--- config.mk ---
export PLATFORM = sky130hd
export DESIGN_NAME = rect_gap_distance_flat
export DESIGN_NICKNAME = d
export VERILOG_FILES = /design/src/rtl/rgd_pkg.sv /design/src/rtl/rgd_in_if.sv /design/src/rtl/rect_gap_distance.sv /design/src/flat_wrapper.sv
export SDC_FILE = /design/constraint.sdc
export NUM_CORES = 2
export LEC_CHECK = 0
export ABC_AREA = 1
export BUFFER_PORTS_ARGS = -buffer_cell sky130_fd_sc_hd__buf_2
export CAP_MARGIN = 20
export CORE_UTILIZATION = 40
export DETAILED_ROUTE_END_ITERATION = 10
export GPL_TIMING_DRIVEN = 0
export HOLD_SLACK_MARGIN = 0.12
export SLEW_MARGIN = 20
export SYNTH_ARGS = -nofsm -noshare
export SYNTH_HDL_FRONTEND = slang
export SYNTH_SLANG_ARGS = --single-unit
export TNS_END_PERCENT = 100
--- constraint.sdc ---
create_clock -name clk -period 13.63 [get_ports clk]
set_input_delay 2.726 -clock clk [delete_from_list [all_inputs] [get_ports clk]]
set_output_delay 2.726 -clock clk [all_outputs]
set_load 0.02 [all_outputs]
--- src/rtl/rgd_pkg.sv ---
// rgd_pkg: shared types and constants for the rectangle gap distance block.
// No dependencies.
package rgd_pkg;

  // Result field width, fixed by the output format.
  localparam int OUT_W = 15;

  // Separation of B relative to A, one bit per side.
  typedef struct packed {
    logic left;
    logic right;
    logic below;
    logic above;
  } sep_flags_t;

endpackage

--- src/rtl/rgd_in_if.sv ---
// rgd_in_if: valid/ready channel that carries one rectangle pair.
// rgd_out_if: valid/ready channel that carries one gap distance.
// rgd_in_if width set by COORD_BITS; rgd_out_if takes OUT_W from rgd_pkg.
interface rgd_in_if #(
  parameter int COORD_BITS = 13
) ();
  logic                  valid;
  logic                  ready;
  logic [COORD_BITS-1:0] a_left;
  logic [COORD_BITS-1:0] a_low;
  logic [COORD_BITS-1:0] a_width;
  logic [COORD_BITS-1:0] a_height;
  logic [COORD_BITS-1:0] b_left;
  logic [COORD_BITS-1:0] b_low;
  logic [COORD_BITS-1:0] b_width;
  logic [COORD_BITS-1:0] b_height;

  modport source (
    output valid, a_left, a_low, a_width, a_height, b_left, b_low, b_width, b_height,
    input  ready
  );
  modport sink (
    input  valid, a_left, a_low, a_width, a_height, b_left, b_low, b_width, b_height,
    output ready
  );
endinterface

// rgd_out_if: valid/ready channel that carries one gap distance.
interface rgd_out_if import rgd_pkg::*; ();
  logic             valid;
  logic             ready;
  logic [OUT_W-1:0] gap_distance;

  modport source (output valid, gap_distance, input ready);
  modport sink (input valid, gap_distance, output ready);
endinterface

--- src/rtl/rect_gap_distance.sv ---
// rect_gap_distance: gap distance between two axis-aligned rectangles.
// Throughput: one item per cycle while the output is not stalled; the square root resolves one root bit per stage.
// Each stage has its own valid bit and load enable, so bubbles collapse on a stall.
// Reset (rst_n low, synchronous) empties every stage; payload registers are not reset.
// Depends on rgd_pkg, rgd_in_if, rgd_out_if.
module rect_gap_distance import rgd_pkg::*; #(
  parameter int COORD_BITS = 13
) (
  input  logic      clk,
  input  logic      rst_n,
  rgd_in_if.sink    in_ch,
  rgd_out_if.source out_ch
);

  localparam int CW    = COORD_BITS;
  localparam int EW    = CW + 1;            // far edge, never wraps
  localparam int SQ_W  = 2 * CW;            // one square
  localparam int RES_W = CW + 1;            // root bits
  localparam int RAD_W = 2 * RES_W;         // radicand, even width
  localparam int REM_W = RES_W + 2;         // partial remainder
  localparam int EXT_W = (RES_W > OUT_W) ? RES_W : OUT_W;
  localparam int NF    = 5;                 // stages ahead of the root
  localparam int NSTG  = NF + RES_W + 1;    // plus the output register

  // ---------------------------------------------------------------------------
  // Stage control. A stage loads when it is empty or its successor loads.
  // ---------------------------------------------------------------------------
  logic [NSTG-1:0] vld_r;
  logic [NSTG-1:0] vld_in;
  logic [NSTG:0]   en;

  assign en[NSTG] = out_ch.ready;
  for (genvar k = 0; k < NSTG; k++) begin : g_en
    assign en[k] = ~vld_r[k] | en[k+1];
  end

  assign vld_in = {vld_r[NSTG-2:0], in_ch.valid};

  always_ff @(posedge clk) begin
    if (!rst_n) begin
      vld_r <= '0;
    end else begin
      vld_r <= (vld_r & ~en[NSTG-1:0]) | (vld_in & en[NSTG-1:0]);
    end
  end

  assign in_ch.ready = en[0];

  // ---------------------------------------------------------------------------
  // Stage 1: register origins and form far edges.
  // ---------------------------------------------------------------------------
  logic [CW-1:0] s1_ax0_r, s1_ay0_r, s1_bx0_r, s1_by0_r;
  logic [EW-1:0] s1_ax1_r, s1_ay1_r, s1_bx1_r, s1_by1_r;

  always_ff @(posedge clk) begin
    if (en[0]) begin
      s1_ax0_r <= in_ch.a_left;
      s1_ay0_r <= in_ch.a_low;
      s1_bx0_r <= in_ch.b_left;
      s1_by0_r <= in_ch.b_low;
      s1_ax1_r <= EW'(in_ch.a_left) + EW'(in_ch.a_width);
      s1_ay1_r <= EW'(in_ch.a_low)  + EW'(in_ch.a_height);
      s1_bx1_r <= EW'(in_ch.b_left) + EW'(in_ch.b_width);
      s1_by1_r <= EW'(in_ch.b_low)  + EW'(in_ch.b_height);
    end
  end

  // ---------------------------------------------------------------------------
  // Stage 2: separation flags and the four candidate gaps, in parallel.
  // A gap is only meaningful when its flag is set; then it fits in CW bits.
  // ---------------------------------------------------------------------------
  sep_flags_t    flags_nxt;
  logic [CW-1:0] gap_l_nxt, gap_r_nxt, gap_b_nxt, gap_a_nxt;

  assign flags_nxt.left  = s1_bx1_r < EW'(s1_ax0_r);
  assign flags_nxt.right = s1_ax1_r < EW'(s1_bx0_r);
  assign flags_nxt.below = s1_by1_r < EW'(s1_ay0_r);
  assign flags_nxt.above = s1_ay1_r < EW'(s1_by0_r);

  assign gap_l_nxt = CW'(EW'(s1_ax0_r) - s1_bx1_r);
  assign gap_r_nxt = CW'(EW'(s1_bx0_r) - s1_ax1_r);
  assign gap_b_nxt = CW'(EW'(s1_ay0_r) - s1_by1_r);
  assign gap_a_nxt = CW'(EW'(s1_by0_r) - s1_ay1_r);

  sep_flags_t    s2_flags_r;
  logic [CW-1:0] s2_gap_l_r, s2_gap_r_r, s2_gap_b_r, s2_gap_a_r;

  always_ff @(posedge clk) begin
    if (en[1]) begin
      s2_flags_r <= flags_nxt;
      s2_gap_l_r <= gap_l_nxt;
      s2_gap_r_r <= gap_r_nxt;
      s2_gap_b_r <= gap_b_nxt;
      s2_gap_a_r <= gap_a_nxt;
    end
  end

  // ---------------------------------------------------------------------------
  // Stage 3: pick the corner deltas and the single-axis gap.
  // Left/right and below/above are mutually exclusive, so the diagonal
  // priority order collapses to one x pick and one y pick.
  // ---------------------------------------------------------------------------
  logic          diag_nxt;
  logic [CW-1:0] dx_nxt, dy_nxt, axis_nxt;

  assign diag_nxt = (s2_flags_r.left | s2_flags_r.right) &
                    (s2_flags_r.below | s2_flags_r.above);
  assign dx_nxt   = s2_flags_r.left  ? s2_gap_l_r : s2_gap_r_r;
  assign dy_nxt   = s2_flags_r.below ? s2_gap_b_r : s2_gap_a_r;

  always_comb begin
    if (s2_flags_r.left) begin
      axis_nxt = s2_gap_l_r;
    end else if (s2_flags_r.right) begin
      axis_nxt = s2_gap_r_r;
    end else if (s2_flags_r.below) begin
      axis_nxt = s2_gap_b_r;
    end else if (s2_flags_r.above) begin
      axis_nxt = s2_gap_a_r;
    end else begin
      axis_nxt = '0;          // overlap or touch
    end
  end

  logic          s3_diag_r;
  logic [CW-1:0] s3_dx_r, s3_dy_r, s3_axis_r;

  always_ff @(posedge clk) begin
    if (en[2]) begin
      s3_diag_r <= diag_nxt;
      s3_dx_r   <= dx_nxt;
      s3_dy_r   <= dy_nxt;
      s3_axis_r <= axis_nxt;
    end
  end

  // ---------------------------------------------------------------------------
  // Stage 4: squares. Stage 5: sum into the radicand.
  // ---------------------------------------------------------------------------
  logic [SQ_W-1:0] sqx_nxt, sqy_nxt;
  assign sqx_nxt = SQ_W'(s3_dx_r) * SQ_W'(s3_dx_r);
  assign sqy_nxt = SQ_W'(s3_dy_r) * SQ_W'(s3_dy_r);

  logic            s4_diag_r;
  logic [CW-1:0]   s4_axis_r;
  logic [SQ_W-1:0] s4_sqx_r, s4_sqy_r;

  always_ff @(posedge clk) begin
    if (en[3]) begin
      s4_diag_r <= s3_diag_r;
      s4_axis_r <= s3_axis_r;
      s4_sqx_r  <= sqx_nxt;
      s4_sqy_r  <= sqy_nxt;
    end
  end

  logic             s5_diag_r;
  logic [CW-1:0]    s5_axis_r;
  logic [RAD_W-1:0] s5_rad_r;

  always_ff @(posedge clk) begin
    if (en[4]) begin
      s5_diag_r <= s4_diag_r;
      s5_axis_r <= s4_axis_r;
      s5_rad_r  <= RAD_W'(s4_sqx_r) + RAD_W'(s4_sqy_r);
    end
  end

  // ---------------------------------------------------------------------------
  // Floor square root, restoring digit recurrence: one root bit per stage.
  // Each stage pulls the top two radicand bits into the remainder and tries
  // subtracting (root << 2) | 1.
  // ---------------------------------------------------------------------------
  logic [REM_W-1:0] rt_rem_r  [RES_W];
  logic [RES_W-1:0] rt_root_r [RES_W];
  logic [RAD_W-1:0] rt_rad_r  [RES_W];
  logic             rt_diag_r [RES_W];
  logic [CW-1:0]    rt_axis_r [RES_W];

  for (genvar j = 0; j < RES_W; j++) begin : g_root
    logic [REM_W-1:0] rem_in, cur, trial, rem_nxt;
    logic [RES_W-1:0] root_in, root_nxt;
    logic [RAD_W-1:0] rad_in;
    logic             diag_in;
    logic [CW-1:0]    axis_in;

    if (j == 0) begin : g_first
      assign rem_in  = '0;
      assign root_in = '0;
      assign rad_in  = s5_rad_r;
      assign diag_in = s5_diag_r;
      assign axis_in = s5_axis_r;
    end else begin : g_next
      assign rem_in  = rt_rem_r[j-1];
      assign root_in = rt_root_r[j-1];
      assign rad_in  = rt_rad_r[j-1];
      assign diag_in = rt_diag_r[j-1];
      assign axis_in = rt_axis_r[j-1];
    end

    assign cur   = {rem_in[REM_W-3:0], rad_in[RAD_W-1 -: 2]};
    assign trial = {root_in, 2'b01};

    always_comb begin
      if (cur >= trial) begin
        rem_nxt  = cur - trial;
        root_nxt = {root_in[RES_W-2:0], 1'b1};
      end else begin
        rem_nxt  = cur;
        root_nxt = {root_in[RES_W-2:0], 1'b0};
      end
    end

    always_ff @(posedge clk) begin
      if (en[NF+j]) begin
        rt_rem_r[j]  <= rem_nxt;
        rt_root_r[j] <= root_nxt;
        rt_rad_r[j]  <= rad_in << 2;
        rt_diag_r[j] <= diag_in;
        rt_axis_r[j] <= axis_in;
      end
    end
  end

  // ---------------------------------------------------------------------------
  // Output register: root for a diagonal case, else the axis gap.
  // ---------------------------------------------------------------------------
  logic [EXT_W-1:0] root_ext, axis_ext;
  logic [OUT_W-1:0] dist_nxt, out_dist_r;

  assign root_ext = EXT_W'(rt_root_r[RES_W-1]);
  assign axis_ext = EXT_W'(rt_axis_r[RES_W-1]);
  assign dist_nxt = rt_diag_r[RES_W-1] ? root_ext[OUT_W-1:0] : axis_ext[OUT_W-1:0];

  always_ff @(posedge clk) begin
    if (en[NSTG-1]) begin
      out_dist_r <= dist_nxt;
    end
  end

  assign out_ch.valid        = vld_r[NSTG-1];
  assign out_ch.gap_distance = out_dist_r;

endmodule

--- src/flat_wrapper.sv ---
// flat-port wrapper written by rule: the top's interface ports become plain ports
module rect_gap_distance_flat import rgd_pkg::*;
#(
  parameter int COORD_BITS = 13
)
  (clk, rst_n, in_ch_valid, in_ch_a_left, in_ch_a_low, in_ch_a_width, in_ch_a_height, in_ch_b_left, in_ch_b_low, in_ch_b_width, in_ch_b_height, in_ch_ready, out_ch_valid, out_ch_gap_distance, out_ch_ready);
  rgd_in_if #(.COORD_BITS(COORD_BITS)) in_ch_i ();
  rgd_out_if out_ch_i ();
  input  logic clk;
  input  logic rst_n;
  input wire logic [$bits(in_ch_i.valid)-1:0] in_ch_valid;
  input wire logic [$bits(in_ch_i.a_left)-1:0] in_ch_a_left;
  input wire logic [$bits(in_ch_i.a_low)-1:0] in_ch_a_low;
  input wire logic [$bits(in_ch_i.a_width)-1:0] in_ch_a_width;
  input wire logic [$bits(in_ch_i.a_height)-1:0] in_ch_a_height;
  input wire logic [$bits(in_ch_i.b_left)-1:0] in_ch_b_left;
  input wire logic [$bits(in_ch_i.b_low)-1:0] in_ch_b_low;
  input wire logic [$bits(in_ch_i.b_width)-1:0] in_ch_b_width;
  input wire logic [$bits(in_ch_i.b_height)-1:0] in_ch_b_height;
  output wire logic [$bits(in_ch_i.ready)-1:0] in_ch_ready;
  output wire logic [$bits(out_ch_i.valid)-1:0] out_ch_valid;
  output wire logic [$bits(out_ch_i.gap_distance)-1:0] out_ch_gap_distance;
  input wire logic [$bits(out_ch_i.ready)-1:0] out_ch_ready;
  assign in_ch_i.valid = in_ch_valid;
  assign in_ch_i.a_left = in_ch_a_left;
  assign in_ch_i.a_low = in_ch_a_low;
  assign in_ch_i.a_width = in_ch_a_width;
  assign in_ch_i.a_height = in_ch_a_height;
  assign in_ch_i.b_left = in_ch_b_left;
  assign in_ch_i.b_low = in_ch_b_low;
  assign in_ch_i.b_width = in_ch_b_width;
  assign in_ch_i.b_height = in_ch_b_height;
  assign in_ch_ready = in_ch_i.ready;
  assign out_ch_valid = out_ch_i.valid;
  assign out_ch_gap_distance = out_ch_i.gap_distance;
  assign out_ch_i.ready = out_ch_ready;
  rect_gap_distance #(.COORD_BITS(COORD_BITS)) u_core (.clk(clk), .rst_n(rst_n), .in_ch(in_ch_i), .out_ch(out_ch_i));
endmodule
# Yosys cells after proc, flatten, opt, wreduce, memory -nomap -nowiden
# Memories as Yosys holds them, arrays and structs flattened.
# Index checks and enable logic that the tools add are counted.
dict set report totals {
  regBits 347
  ramBits 980
  input_bits 108
  out_inout_bits 17
  elab_cells 188
  memories 5
}
dict set report op_classes {
  addsub 23
  mul 2
  order_cmp 18
  muxes 63
  n_bitwise 47
}
# name words word_bits rd rd_clocked_by_memory_dff write_ports line_no
set mem_list {}
lappend mem_list {u_core.rt_rad_r 14 26 13 0 14 rect_gap_distance.sv:176} ;# logic [RAD_W-1:0] rt_rad_r [RES_W];
lappend mem_list {u_core.rt_rem_r 14 16 13 0 14 rect_gap_distance.sv:174} ;# logic [REM_W-1:0] rt_rem_r [RES_W];
lappend mem_list {u_core.rt_root_r 14 14 14 0 14 rect_gap_distance.sv:175} ;# logic [RES_W-1:0] rt_root_r [RES_W];
lappend mem_list {u_core.rt_axis_r 14 13 14 0 14 rect_gap_distance.sv:178} ;# logic [CW-1:0] rt_axis_r [RES_W];
lappend mem_list {u_core.rt_diag_r 14 1 14 0 14 rect_gap_distance.sv:177} ;# logic rt_diag_r [RES_W];
# cell count
set op_table {}
lappend op_table {{$mux 16} 14}
lappend op_table {{$ge 16x16->1} 13}
lappend op_table {{$sub 16x16->16} 13}
lappend op_table {{$mux 13} 7}
lappend op_table {{$add 13x13->14} 4}
lappend op_table {{$lt 14x13->1} 4}
lappend op_table {{$mul 13x13->26} 2}
lappend op_table {{$sub 13x13->13} 4}
lappend op_table {{$mux 1} 42}
lappend op_table {{$and 20x20->20} 2}
lappend op_table {{$add 26x26->27} 1}
lappend op_table {{$or 1x1->1} 22}
lappend op_table {{$not 1->1} 20}
lappend op_table {{$not 20->20} 1}
lappend op_table {{$or 20x20->20} 1}
lappend op_table {{$sub 2x1->3 const B} 1}
lappend op_table {{$ge 2x1->1 const B} 1}
lappend op_table {{$and 1x1->1} 1}

# Depth between registers and ports, before layout
dict set report logic_depth {
  word_depth 24
  mapped_depth 26
  depth_no_buf 25
}

# Least setup slack after synthesis
# No wires, ideal clock.
dict set report synth_timing {
  kind {in2out}
  from {input out_ch_ready}
  to {output in_ch_ready}
  arrival_ps 8365
  t_required_ps 10904
  path_slack_ps 2539
  cell_stages 10
  n_path_buf 0
  cell_sequence {inv_1 -> nand4_4 -> nor3_4 -> nand4_4 -> nor2_4 -> nand4_4 -> nor2_4 -> nand4_4 -> nor2_4 -> nand4_2}
}
dict set report synth_via {
  elab_chain_cells 20
}
# item line_no
set synth_lines {}
lappend synth_lines {{from (decl)} flat_wrapper.sv:23} ;# input wire logic [$bits(out_ch_i.ready)-1:0] out_ch_ready;
lappend synth_lines {{$or 1x1->1 (3 in series)} rect_gap_distance.sv:34} ;# assign en[k] = ~vld_r[k] | en[k+1];
lappend synth_lines {{named net u_core.en[17]} rect_gap_distance.sv:30} ;# logic [NSTG:0] en;
lappend synth_lines {{$or 1x1->1 (17 in series)} rect_gap_distance.sv:34}
lappend synth_lines {{to (decl)} flat_wrapper.sv:20} ;# output wire logic [$bits(in_ch_i.ready)-1:0] in_ch_ready;
# The timed path passes the listed nets, and every way through them passes these cells.

# Worst setup path in the final report
# Ends and elaborated chain as after synthesis.

==> impl_results.md <==
- Share of async-settable or async-resettable flops after synthesis: 0
- Post-synth EDFFs: 970
- Initial cell density of the core: 0.4031
- Global Route met2 Usage: 0.2699
- Critical path data arrival time: between 7 and 8 ns
- CTS tree: done
- Final critical-path share of the clock period: 0.7781
- Post-DRT Antenna Nets: 0
- Yosys reg bits: just under 1,000
- Global-route usage over all layers: 0.1456
- Dpl ws: approximately 1.6 ns
- Global routing's busiest layer: met2
- Violation count after the first detailed-route iteration: about 1,600
- Share of synthesized area occupied by flip-flops and latches: 0.5572
- Unrepaired setup endpoints after global routing: no
- Register clock-pin slew on the reported worst setup and hold paths: approximately 0.070 ns
- Number of core rows: ~130
- Worst Skew: ~0.061 ns
- Number of buffers created by CTS: ~100
- Cell at the root of the clock tree: clkbuf_16
- Routed Wire Length: roughly 96 mm
- Cell types occupying the most area after synthesis: edfxtp_1, ha_1, fa_1
- Area added between synthesis and finish: 12.02%
- Startpoint of the most critical setup path: out_ch_ready
- Number of I/O pins: 125
- Number of setup buffers added after CTS: 0
- Final HPWL from detailed placement: between 70 and 80 mm
- Final slew viol count: 0
- Min-Delay Startpoint: u_core.rt_axis_r[0][4]$_DFFE_PN_
- Post-DR wirelength/cell: roughly 15 um
- Global-route wire length before repair: around 160 mm
- Via count of the first global-routing pass: 31,760
- Crit path time final: between 10 and 15 ns
- Number of cells in the finished layout apart from fillers: approximately 6,600
- Instance count of the mapped netlist: around 4,500
- Met1 usage in global routing: 0.1689
- Max Buffers Root-to-Sink: 3
- Final hold violations: 0
- Worst-Margin Slew: between 0.8 and 0.9 ns
- Met3 Resource Use GR: 0.02112
- Setup Viol. Count Final: 0
- Cell Area, Synth: around 53,000 um^2
- Latest clock arrival within the worst-skew pair: slightly above 0.7 ns
- Hold-fix buffer count after cts: 0
- Critical path type: primary input to primary output
- Result of the run: completed
- CTS Sinks: slightly below 1,000
- Full die area: around 130,000 um^2
- Number of levels in the clock H-tree: 3
- Pin count of the biggest net entering global routing: 58
- Overflow left after global routing: 0
- Top achievable clock speed: 0.09429 GHz
- Nature of the critical path startpoint: primary input
- Die Width: between 300 and 400 um
- Initial antenna violation count: 1
- Critical path cell sequence: buf_2 > inv_1 > nand4_4 > nor3_4 > nand4_4 > buf_12 > nor2_4 > nand4_4 > nor2_4 > nand4_4 > nor2_4 > nand4_4 > buf_12 > buf_12 > buf_2
- Library cells used by synthesis: slightly below 60
- Instance count after placement with tap cells included: 6,413
- Slowest cell delay on critical path: about 0.7 ns
- Synth area leader: edfxtp_1
- Port Buf Inserts: about 120
- Height of the die: 366 um
- Core occupancy in the finished layout: 0.4516
- Classification of the worst-slack hold path: flop to flop
- Overall via count from detail_route: about 31,000
- Avg Synthesized Cell Area: ~12 um^2
- Remaining DRCs: 0
- Kind of capture point of the worst setup path: primary output
- Post-DR vias/cell: approximately 4.7
- Highest-delay cell along the critical path: nand4_4
- Router iterations before antenna repair: 6
- Worst reg2reg startpoint: u_core.s3_dx_r[3]$_DFFE_PN_
- Most repeated library cell on the critical path: nand4_4
- Worst EP required: ~11 ns
- Top cell type's share of synthesized area: 0.5496
- Net count reported at finish: ~5,500
- PnR worst setup slack: between 3 and 4 ns
- Maximum fanout along the worst path: between 40 and 50
- Syn. warnings: 0
- Maximum capacitance violations: 0
- Core box area: roughly 130,000 um^2
- Gp weighted congestion: 0.8712
- Slew Limit Headroom: 0.4212
- CTS-repair resized insts: 0
- Fraction of final layout cells sized beyond drive strength 1: 0.07540
- Main synth FF type: edfxtp_1
==> cells in the mapped netlist, types with 3 or more instances <==
cell,instances
nand4_1,24
mux2_2,26
clkbuf_1,40
o211ai_1,24
or2_2,10
edfxtp_1,970
nand3_1,97
o21a_1,15
nor3_1,36
and2_1,5
nor2_1,173
nor4_1,15
a221oi_1,4
nor2_4,3
o21bai_1,18
a21boi_0,11
a211oi_1,8
a221oi_2,3
buf_4,3
nand4_4,4
inv_1,901
a31oi_1,20
o21ai_1,4
buf_2,8
a21oi_1,289
dfxtp_1,20
nand3_2,3
xor2_1,176
o31ai_1,5
o21ai_0,185
fa_1,200
xnor2_1,99
o311ai_0,4
ha_1,428
a21o_1,9
nand2_1,649
==> critical path: cells and delay by family <==
kind	cells	cell delay, ns
simple gates	9	3.94
buf+inv	6	1.15
==> kinds of logic (layout without fill, tap and decap cells) <==
group | count (synthesis) | after routing | synth area share
compound gates | 615 | 615 | 0.06506
fa+ha+maj | 628 | 628 | 0.1766
flops | 990 | 990 | 0.5572
xor+xnor | 275 | 275 | 0.04545
buf+inv | 957 | 1274 | 0.06823
simple gates | 1031 | 1031 | 0.08192
other cells | 1 | 3 | 0.00007076
mux | 26 | 26 | 0.005524
==> final timing paths <==
check	to	slack (ns)	depth (start not counted)
hold reg to reg	u_core.rt_axis_r[0][17]$_DFFE_PN_	0.37	0
hold / removal	u_core.rt_axis_r[0][17]$_DFFE_PN_	0.37	0
setup / recovery	in_ch_ready	3.02	15
setup reg to reg	u_core.s4_sqx_r[21]$_DFFE_PN_	7.50	21
==> cell usage in the layout, fill, tap and decap left out, types with 18 or more instances in the layout <==
cell and count:
inv_1 895, mux2_2 26, nand2_1 645, buf_2 131, o211ai_1 24, a31oi_1 20, nor3_1 36, o21ai_0 185
nand4_1 24, a21oi_1 289, o21bai_1 18, xor2_1 176, nor2_1 173, xnor2_1 99, clkbuf_1 67, fa_1 200
nand3_1 94, ha_1 428, clkbuf_16 102, edfxtp_1 970, dfxtp_1 20
==> per-layer routing <==
layer,up-vias,share of wire
met5,-,0
met4,0,0.032
met3,164,0.029
met2,453,0.52
met1,14670,0.42
li1,15630,-
==> state kept, by name (all words and copies together) (netlist names), 20 cells and up <==
register and cells:
u_core.s4_sqy_r 25, u_core.rt_axis_r 182, u_core.rt_rem_r 164, u_core.vld_r 20
u_core.g_root.rad_in 27, u_core.rt_root_r 105, u_core.s4_sqx_r 25, u_core.rt_rad_r 182
==> final cells by class <==
| cell class | instances | area [um^2] |
|---|---|---|
| clock inverters | 50 | 536.8 |
| plain buffers | 53 | 222.7 |
| diodes | 1 | 2.502 |
| inverters | 904 | 3396 |
| well taps | 1755 | 2196 |
| repair buffers | 136 | 883.3 |
| clock buffers | 131 | 2681 |
| flip-flops and latches | 990 | 29530 |
| fillers | 11960 | 72090 |
| multi-input cells | 2577 | 19920 |
==> stage by stage <==
stage / hold WS [ns] / setup TNS, ns / cell area (um^2)
floorplan: 0.4003 / 0 / 53000
global placement: 0.4003 / -0.5686 / 55810
detailed placement: 0.4045 / 0 / 56110
CTS: 0.3585 / 0 / 59330
global route: 0.3752 / 0 / 59370
finish: 0.3710 / 0 / 59370
Power is not shown: default switching activity piles up to over one toggle a cycle in this logic, so the estimate is an artifact.
